--- src/sv/cdq_pkg.sv ---
// Package for the circular deque: action and status codes, the command
// passed from the front queue to the back end, and the default depth.
// No dependencies.
package cdq_pkg;

  localparam int DATA_W    = 32;
  localparam int DEPTH_DEF = 8;

  localparam logic [1:0] ACT_PUSH_RIGHT = 2'd0;
  localparam logic [1:0] ACT_PUSH_LEFT  = 2'd1;
  localparam logic [1:0] ACT_POP_LEFT   = 2'd2;
  localparam logic [1:0] ACT_POP_RIGHT  = 2'd3;

  localparam logic [1:0] STAT_OK        = 2'd0;
  localparam logic [1:0] STAT_OVERFLOW  = 2'd1;
  localparam logic [1:0] STAT_UNDERFLOW = 2'd2;

  typedef struct packed {
    logic                     is_push;
    logic                     at_left;
    logic signed [DATA_W-1:0] value;
  } cdq_cmd_t;

endpackage

--- src/sv/cdq_if.sv ---
// Request and response channels of the circular deque.
// Depends on cdq_pkg.
interface cdq_req_if;
  logic                             valid;
  logic                             ready;
  logic [1:0]                       action;
  logic signed [cdq_pkg::DATA_W-1:0] push_value;

  modport source (output valid, action, push_value, input ready);
  modport sink   (input valid, action, push_value, output ready);
endinterface

interface cdq_rsp_if;
  logic                             valid;
  logic                             ready;
  logic [1:0]                       status;
  logic signed [cdq_pkg::DATA_W-1:0] pop_value;
  logic                             is_empty;
  logic                             is_full;

  modport source (output valid, status, pop_value, is_empty, is_full, input ready);
  modport sink   (input valid, status, pop_value, is_empty, is_full, output ready);
endinterface

--- src/sv/cdq_front.sv ---
// Front end: accept request items, decode the action and hold them in a
// two-entry command queue. Depends on cdq_pkg and cdq_req_if.
module cdq_front (
  input  logic              clk,
  input  logic              rst,
  cdq_req_if.sink           req,
  output logic              cmd_valid,
  input  logic              cmd_ready,
  output cdq_pkg::cdq_cmd_t cmd
);
  import cdq_pkg::*;

  cdq_cmd_t   q [2];
  logic       wr_ptr;
  logic       rd_ptr;
  logic [1:0] count;
  logic [1:0] count_next;
  cdq_cmd_t   dec;
  logic       take;
  logic       give;

  // decode the action into push/pop and end
  always_comb begin
    dec.value = req.push_value;
    unique case (req.action)
      ACT_PUSH_RIGHT: begin dec.is_push = 1'b1; dec.at_left = 1'b0; end
      ACT_PUSH_LEFT:  begin dec.is_push = 1'b1; dec.at_left = 1'b1; end
      ACT_POP_LEFT:   begin dec.is_push = 1'b0; dec.at_left = 1'b1; end
      ACT_POP_RIGHT:  begin dec.is_push = 1'b0; dec.at_left = 1'b0; end
      default:        begin dec.is_push = 1'b0; dec.at_left = 1'b0; end
    endcase
  end

  assign req.ready = (count != 2'd2);
  assign take      = req.valid && req.ready;
  assign cmd_valid = (count != 2'd0);
  assign give      = cmd_valid && cmd_ready;
  assign cmd       = q[rd_ptr];

  always_comb begin
    count_next = count;
    if (take && !give) count_next = count + 2'd1;
    else if (!take && give) count_next = count - 2'd1;
  end

  always_ff @(posedge clk) begin
    if (take) q[wr_ptr] <= dec;
  end

  always_ff @(posedge clk) begin
    if (rst) begin
      wr_ptr <= 1'b0;
      rd_ptr <= 1'b0;
      count  <= 2'd0;
    end else begin
      if (take) wr_ptr <= !wr_ptr;
      if (give) rd_ptr <= !rd_ptr;
      count <= count_next;
    end
  end

  property p_no_overfill;
    @(posedge clk) disable iff (rst) (count == 2'd2) |-> !take;
  endproperty
  a_no_overfill: assert property (p_no_overfill) else $error("command queue overfilled");

  property p_count_step;
    @(posedge clk) disable iff (rst)
      (take && !give) |=> (count == $past(count) + 2'd1);
  endproperty
  a_count_step: assert property (p_count_step) else $error("queue count not advanced");

  property p_empty_no_give;
    @(posedge clk) disable iff (rst) (count == 2'd0) |-> !give;
  endproperty
  a_empty_no_give: assert property (p_empty_no_give) else $error("command taken from empty queue");

endmodule

--- src/sv/cdq_back.sv ---
// Back end: end pointers, the circular store and the response register.
// Depends on cdq_pkg and cdq_rsp_if.
module cdq_back #(
  parameter int DEPTH = cdq_pkg::DEPTH_DEF
) (
  input  logic              clk,
  input  logic              rst,
  input  logic              cmd_valid,
  output logic              cmd_ready,
  input  cdq_pkg::cdq_cmd_t cmd,
  cdq_rsp_if.source         rsp
);
  import cdq_pkg::*;

  localparam int            AW   = (DEPTH > 1) ? $clog2(DEPTH) : 1;
  localparam logic [AW-1:0] LAST = AW'(DEPTH - 1);

  localparam logic ST_IDLE = 1'b0;
  localparam logic ST_READ = 1'b1;

  function automatic logic [AW-1:0] wrap_up(input logic [AW-1:0] p);
    return (p == LAST) ? '0 : p + AW'(1);
  endfunction

  function automatic logic [AW-1:0] wrap_down(input logic [AW-1:0] p);
    return (p == '0) ? LAST : p - AW'(1);
  endfunction

  logic [DATA_W-1:0] mem [DEPTH];
  logic [DATA_W-1:0] rd_data;

  logic [0:0]        state;
  logic [AW-1:0]     left_pos;
  logic [AW-1:0]     right_pos;
  logic              empty_flag;
  logic [AW-1:0]     left_pos_next;
  logic [AW-1:0]     right_pos_next;
  logic              empty_flag_next;

  logic              wr_en;
  logic [AW-1:0]     wr_addr;
  logic              rd_en;
  logic [AW-1:0]     rd_addr;
  logic [1:0]        stat_c;
  logic              full_now;
  logic              full_after;
  logic              go;
  logic              out_free;

  logic              out_valid;
  logic [1:0]        out_status;
  logic [DATA_W-1:0] out_value;
  logic              out_empty;
  logic              out_full;
  logic              pend_empty;
  logic              pend_full;

  assign out_free  = !out_valid || rsp.ready;
  assign go        = (state == ST_IDLE) && cmd_valid && out_free;
  assign cmd_ready = go;
  assign full_now  = !empty_flag && (wrap_up(right_pos) == left_pos);

  always_comb begin
    left_pos_next   = left_pos;
    right_pos_next  = right_pos;
    empty_flag_next = empty_flag;
    wr_en   = 1'b0;
    wr_addr = '0;
    rd_en   = 1'b0;
    rd_addr = left_pos;
    stat_c  = STAT_OK;
    if (cmd.is_push) begin
      if (full_now) begin
        stat_c = STAT_OVERFLOW;
      end else if (empty_flag) begin
        left_pos_next   = '0;
        right_pos_next  = '0;
        empty_flag_next = 1'b0;
        wr_en   = go;
        wr_addr = '0;
      end else if (!cmd.at_left) begin
        right_pos_next = wrap_up(right_pos);
        wr_en   = go;
        wr_addr = right_pos_next;
      end else begin
        left_pos_next = wrap_down(left_pos);
        wr_en   = go;
        wr_addr = left_pos_next;
      end
    end else begin
      if (empty_flag) begin
        stat_c = STAT_UNDERFLOW;
      end else begin
        rd_en   = go;
        rd_addr = cmd.at_left ? left_pos : right_pos;
        if (left_pos == right_pos) begin
          left_pos_next   = '0;
          right_pos_next  = '0;
          empty_flag_next = 1'b1;
        end else if (cmd.at_left) begin
          left_pos_next = wrap_up(left_pos);
        end else begin
          right_pos_next = wrap_down(right_pos);
        end
      end
    end
    full_after = !empty_flag_next && (wrap_up(right_pos_next) == left_pos_next);
  end

  // store: one write and one registered read port
  always_ff @(posedge clk) begin
    if (wr_en) mem[wr_addr] <= cmd.value;
    if (rd_en) rd_data <= mem[rd_addr];
  end

  always_ff @(posedge clk) begin
    if (go) begin
      pend_empty <= empty_flag_next;
      pend_full  <= full_after;
    end
  end

  always_ff @(posedge clk) begin
    if (rst) begin
      state      <= ST_IDLE;
      left_pos   <= '0;
      right_pos  <= '0;
      empty_flag <= 1'b1;
      out_valid  <= 1'b0;
    end else begin
      unique case (state)
        ST_IDLE: begin
          if (go) begin
            left_pos   <= left_pos_next;
            right_pos  <= right_pos_next;
            empty_flag <= empty_flag_next;
            if (rd_en) begin
              state <= ST_READ;
              if (rsp.ready) out_valid <= 1'b0;
            end else begin
              out_valid <= 1'b1;
            end
          end else if (rsp.ready) begin
            out_valid <= 1'b0;
          end
        end
        ST_READ: begin
          state     <= ST_IDLE;
          out_valid <= 1'b1;
        end
        default: state <= ST_IDLE;
      endcase
    end
  end

  always_ff @(posedge clk) begin
    if (go && !rd_en) begin
      out_status <= stat_c;
      out_value  <= '0;
      out_empty  <= empty_flag_next;
      out_full   <= full_after;
    end else if (state == ST_READ) begin
      out_status <= STAT_OK;
      out_value  <= rd_data;
      out_empty  <= pend_empty;
      out_full   <= pend_full;
    end
  end

  assign rsp.valid     = out_valid;
  assign rsp.status    = out_status;
  assign rsp.pop_value = out_value;
  assign rsp.is_empty  = out_empty;
  assign rsp.is_full   = out_full;

  property p_read_slot_free;
    @(posedge clk) disable iff (rst) (state == ST_READ) |-> !out_valid;
  endproperty
  a_read_slot_free: assert property (p_read_slot_free) else $error("response slot busy during read");

  property p_pop_reads;
    @(posedge clk) disable iff (rst) (go && rd_en) |=> (state == ST_READ);
  endproperty
  a_pop_reads: assert property (p_pop_reads) else $error("pop did not enter read state");

  property p_empty_ptrs;
    @(posedge clk) disable iff (rst) empty_flag |-> (left_pos == '0 && right_pos == '0);
  endproperty
  a_empty_ptrs: assert property (p_empty_ptrs) else $error("empty deque with moved pointers");

  property p_flags_apart;
    @(posedge clk) disable iff (rst) (out_valid && out_empty) |-> !out_full;
  endproperty
  a_flags_apart: assert property (p_flags_apart) else $error("response both empty and full");

endmodule

--- src/sv/circular_deque_top.sv ---
// Top level of the circular deque: front command queue and back end.
// Depends on cdq_pkg, cdq_if, cdq_front and cdq_back.
//
//   channel | dir | fields                                     | accepted when
//   req     | in  | action[1:0], push_value[31:0]              | valid && ready
//   rsp     | out | status[1:0], pop_value[31:0], is_empty,    | valid && ready
//           |     | is_full                                    |
//
// A push, or any action that fails, is answered from the back end's idle
// state; a successful pop adds the read state: the store's read is registered.
// The front holds up to two decoded items, so requests keep arriving while
// the back end works or waits for the response to be taken.
// Reset (rst, synchronous) empties the deque; store contents are not cleared,
// since a pop only ever reads a slot that a push has written.
// A stalled response holds the back end; the front then fills and drops ready.
module circular_deque_top #(
  parameter int DEPTH = cdq_pkg::DEPTH_DEF
) (
  input  logic      clk,
  input  logic      rst,
  cdq_req_if.sink   req,
  cdq_rsp_if.source rsp
);
  import cdq_pkg::*;

  logic     cmd_valid;
  logic     cmd_ready;
  cdq_cmd_t cmd;

  // accept and decode requests
  cdq_front u_front (
    .clk       (clk),
    .rst       (rst),
    .req       (req),
    .cmd_valid (cmd_valid),
    .cmd_ready (cmd_ready),
    .cmd       (cmd)
  );

  // advance pointers, access the store, hold the response
  cdq_back #(
    .DEPTH (DEPTH)
  ) u_back (
    .clk       (clk),
    .rst       (rst),
    .cmd_valid (cmd_valid),
    .cmd_ready (cmd_ready),
    .cmd       (cmd),
    .rsp       (rsp)
  );

endmodule
--- src/flat_wrapper.sv ---
// flat-port wrapper written by rule: the top's interface ports become plain ports
module circular_deque_top_flat import cdq_pkg::*;
#(
  parameter int DEPTH = cdq_pkg::DEPTH_DEF
)
  (clk, rst, req_valid, req_action, req_push_value, req_ready, rsp_valid, rsp_status, rsp_pop_value, rsp_is_empty, rsp_is_full, rsp_ready);
  cdq_req_if req_i ();
  cdq_rsp_if rsp_i ();
  input  logic clk;
  input  logic rst;
  input wire logic [$bits(req_i.valid)-1:0] req_valid;
  input wire logic [$bits(req_i.action)-1:0] req_action;
  input wire logic [$bits(req_i.push_value)-1:0] req_push_value;
  output wire logic [$bits(req_i.ready)-1:0] req_ready;
  output wire logic [$bits(rsp_i.valid)-1:0] rsp_valid;
  output wire logic [$bits(rsp_i.status)-1:0] rsp_status;
  output wire logic [$bits(rsp_i.pop_value)-1:0] rsp_pop_value;
  output wire logic [$bits(rsp_i.is_empty)-1:0] rsp_is_empty;
  output wire logic [$bits(rsp_i.is_full)-1:0] rsp_is_full;
  input wire logic [$bits(rsp_i.ready)-1:0] rsp_ready;
  assign req_i.valid = req_valid;
  assign req_i.action = req_action;
  assign req_i.push_value = req_push_value;
  assign req_ready = req_i.ready;
  assign rsp_valid = rsp_i.valid;
  assign rsp_status = rsp_i.status;
  assign rsp_pop_value = rsp_i.pop_value;
  assign rsp_is_empty = rsp_i.is_empty;
  assign rsp_is_full = rsp_i.is_full;
  assign rsp_i.ready = rsp_ready;
  circular_deque_top #(.DEPTH(DEPTH)) u_core (.clk(clk), .rst(rst), .req(req_i), .rsp(rsp_i));
endmodule
--- config.mk ---
export PLATFORM = sky130hd
export DESIGN_NAME = circular_deque_top_flat
export DESIGN_NICKNAME = d
export VERILOG_FILES = /design/src/sv/cdq_pkg.sv /design/src/sv/cdq_if.sv /design/src/sv/cdq_front.sv /design/src/sv/cdq_back.sv /design/src/sv/circular_deque_top.sv /design/src/flat_wrapper.sv
export SDC_FILE = /design/constraint.sdc
export NUM_CORES = 1
export LEC_CHECK = 0
export ABC_AREA = 1
export BUFFER_PORTS_ARGS = -buffer_cell sky130_fd_sc_hd__buf_2
export CAP_MARGIN = 5
export CORE_MARGIN = 2
export CORE_UTILIZATION = 60
export DETAILED_ROUTE_END_ITERATION = 10
export PLACE_DENSITY = 0.89
export SYNTH_ARGS = -nofsm -noshare
export SYNTH_HDL_FRONTEND = slang
export SYNTH_SLANG_ARGS = --single-unit
--- constraint.sdc ---
create_clock -name clk -period 4.27 [get_ports clk]
set_input_delay 0.6405 -clock clk [delete_from_list [all_inputs] [get_ports clk]]
set_output_delay 0.6405 -clock clk [all_outputs]
set_load 0.01 [all_outputs]
==> summary.md <==
| Metric | Value |
|---|---|
| Max Freq | `315 MHz` |
| Setup slack, reg-to-reg | `between 1 and 1.5 ns` |
| Mean post-synth cell area | `between 10 and 15 µm²` |
| Worst-Skew Late Latency | `roughly 0.54 ns` |
| Crit path max-delay family | `buffers and inverters` |
| WL final | `around 35 mm` |
| Worst Setup End Kind | `flip-flop` |
| Syn_nets | `1,485` |
| Via count | `about 11,000` |
| Pleak | `just over 7 nW` |
| Postcts setup bufs | `0` |
| Total Neg Setup Slack | `0 ns` |
| Warnings from Yosys | `0` |
| Post-cts resize count | `0` |
| Fin. Hold Viols | `0` |
| Synthesized cell area | `between 15,000 and 20,000 µm²` |
| Number of synthesized register bits | `roughly 410` |
| Via density | `about 5.7` |
| Gr ovfl total | `0` |
| Worst vdd ir | `approximately 0.0004 V` |
| First-pass GRT wire length | `roughly 54 mm` |
| Initial antenna violation count | `1` |
| DIE WIDTH | `around 170 µm` |
| Synth Flop Type | `edfxtp_1` |
| Final #Nets | `1,560` |
| Crit-path max FO | `32` |
| CTS tree | `built` |
| Clk slew on worst S/H paths | `~0.060 ns` |
| Crit Path Class | `reg -> reg` |
| Slowest stage delay, CP | `around 0.56 ns` |
| IO Count | `76` |
| Die height | `170 µm` |
| Critical Path Source Type | `flip-flop` |
| Crit path cell chain | `clkinv_1, o21ai_0, nand2_1, nand3_1, inv_1, nor3_1, o21ai_0, nor2_2, buf_4` |
| Die ar. | `around 29,000 µm²` |
| Outcome | `complete, no violations` |
| Input/output buffers | `between 70 and 80` |
| Distinct cells, synth | `33` |
| RSZ-0062 raised after global routing | `no` |
| Row count | `60` |
| Post-synth EDFFs | `roughly 360` |
| Fill count | `approximately 1,700` |
| Syn Inst Count | `1,434` |
| Max-Slew Margin vs Limit | `28.2%` |
| Synth-to-layout area growth | `13.0%` |
| Cell mode on critical path | `o21ai_0` |
| Tot GR Track Use | `between 20% and 30%` |
| Layout cells sized above 1 | `around an eighth` |
| Avg WL per Cell | `18.7 µm` |
| Largest net degree at the start of global routing | `65` |
| Initial Util | `61.2%` |
| Crit share post-route | `about three quarters` |
| Placed Cells | `around 1,800` |
| Clk_skew | `0.0202 ns` |
| P per Cell Area | `755 nW/µm²` |
| Vias in the first global route | `roughly 11,000` |
| Min Tclk post-route | `3.17 ns` |
| Ys async rst share | `0%` |
| Clk sink count | `408` |
| Drt initial violations | `1,410` |
| Critical-path top delay cell | `dfxtp_1` |
| Antenna viol nets, final | `0` |
| CP Data Required Time | `between 4 and 5 ns` |
| Cts hold-fix bufs | `0` |
| Core region area | `27,000 µm²` |
| Max_cap viols | `0` |
| Fin Hold WS | `0.292 ns` |
| Final cell count without fillers | `1,882` |
| Residual DRC count | `0` |
| Worst EP arrival | `around 3.3 ns` |
| Buf+Inv Stages, Crit Path | `3` |
| Sequential area share after synthesis | `a little over 70%` |
| First-pass DRT Iterations | `5` |
| H-Tree Depth | `2` |
| Multi-input logic area | `~3800 µm²` |
| CTS Buf Count | `40` |
| Reg area | `11,800 µm²` |
| Hpwl dp | `~21 mm` |
| Final setup violation count | `0` |
| Worst hold path type | `in -> reg` |
| Final GP Congestion | `~0.86` |
| Longest Clk Path Bufs | `3` |
| Root Buffer | `clkbuf_16` |
| Final Max Slew Viols | `0` |
| Worst-Margin Slew | `1.08 ns` |
[logic make-up (layout without fill, tap and decap cells)]
family | after synthesis | count (layout) | synth area share, %
AO/OA/AOI/OAI | 266 | 266 | 9.66
flip-flops | 408 | 408 | 71.3
AND/OR/NAND/NOR | 502 | 502 | 11.9
XOR/XNOR | 2 | 2 | 0.106
adder cells (fa/ha/maj) | 13 | 13 | 0.983
other | 0 | 1 | 0
buffers and inverters | 243 | 349 | 6.12
[final cells by class]
| cell class | count | area share, % |
|---|---|---|
| tap | 341 | 2.28 |
| timing repair buffer | 101 | 3.19 |
| clock inverter | 18 | 1.37 |
| clock buffer | 55 | 6.16 |
| multi-input combinational | 783 | 20.4 |
| antenna | 1 | 0.0134 |
| sequential | 408 | 63.1 |
| inverter | 175 | 3.53 |
[power by group]
group          switching (mW)  internal [mW]  total [mW]
sequential              0.204           5.32        5.53
combinational            3.56           1.33        4.89
clock                    1.44           2.26        3.70
total                    5.21           8.91        14.1
[final timing paths]
| path | depth (start not counted) | end | startpoint |
|---|---|---|---|
| worst max-delay path | 9 | u_core.u_back.mem[2][30]$_DFFE_PP_ | u_core.u_back.left_pos[0]$_SDFFE_PP0P_ |
| worst max register to register | 9 | u_core.u_back.mem[2][30]$_DFFE_PP_ | u_core.u_back.left_pos[0]$_SDFFE_PP0P_ |
| worst min register to register | 2 | u_core.u_back.rsp.pop_value[24]$_SDFFE_PP0P_ | u_core.u_back.rsp.pop_value[24]$_SDFFE_PP0P_ |
| worst min-delay path | 1 | u_core.u_front.q[1][7]$_DFFE_PP_ | req_push_value[7] |
[state kept, by name (all words and copies together), names as in the netlist, 2 cells and up, named ones only]
register                     flops
u_core.u_back.rd_data           32
u_core.u_back.rsp.status         2
u_core.u_back.right_pos          3
u_core.u_back.mem              256
u_core.u_front.count             2
u_core.u_back.rsp.pop_value     32
u_core.u_front.q                68
u_core.u_back.left_pos           3
[per-layer routing]
| layer | GRT usage, % | wire [µm] |
|---|---|---|
| met5 | 0 | 0 |
| met4 | 10.5 | 1130 |
| met3 | 4.30 | 2930 |
| met2 | 42.1 | 17500 |
| met1 | 31.7 | 13600 |
[through the flow]
step	power (mW)	utilization, %	worst slack [ns]	cell area [µm²]
global placement	10.1	64.0	1.28	17300
floorplan	8.87	-	0.785	16500
global route	14.9	69.2	0.837	18700
detailed placement	10.3	64.0	1.12	17300
finish	14.1	69.2	1.10	18700
CTS	14.1	69.2	1.11	18700
[synthesized netlist by cell type (all sizes together), types with 2 or more instances]
| cell type | number | area (µm²) |
|---|---|---|
| o21ai | 119 | 607 |
| ha | 13 | 163 |
| nand3b | 3 | 22.5 |
| buf | 37 | 236 |
| inv | 174 | 656 |
| dfxtp | 46 | 921 |
| xnor2 | 2 | 17.5 |
| nor3 | 3 | 15.0 |
| nand2 | 406 | 1540 |
| nand3 | 18 | 90.1 |
| nor2 | 69 | 275 |
| edfxtp | 362 | 10900 |
| a21oi | 47 | 239 |
| o211ai | 97 | 728 |
| clkbuf | 31 | 116 |
[cell usage in the layout, fill, tap and decap left out, types with 6 or more instances in the layout]
cell       netlist  layout
nand2_1        402     402
edfxtp_1       362     362
inv_1          170     170
o211ai_1        97      97
buf_2           18      75
o21ai_1         64      64
nor2_1          68      56
o21ai_0         52      52
a21oi_1         46      46
dfxtp_1         46      46
clkbuf_16        0      43
buf_4           16      24
nand3_1         18      18
ha_1            13      13
nor2_2           0      10
clkbuf_1        31       9
clkinv_2         0       7
bufinv_16        0       6
No activity file was read; power rests on OpenSTA's default activity.
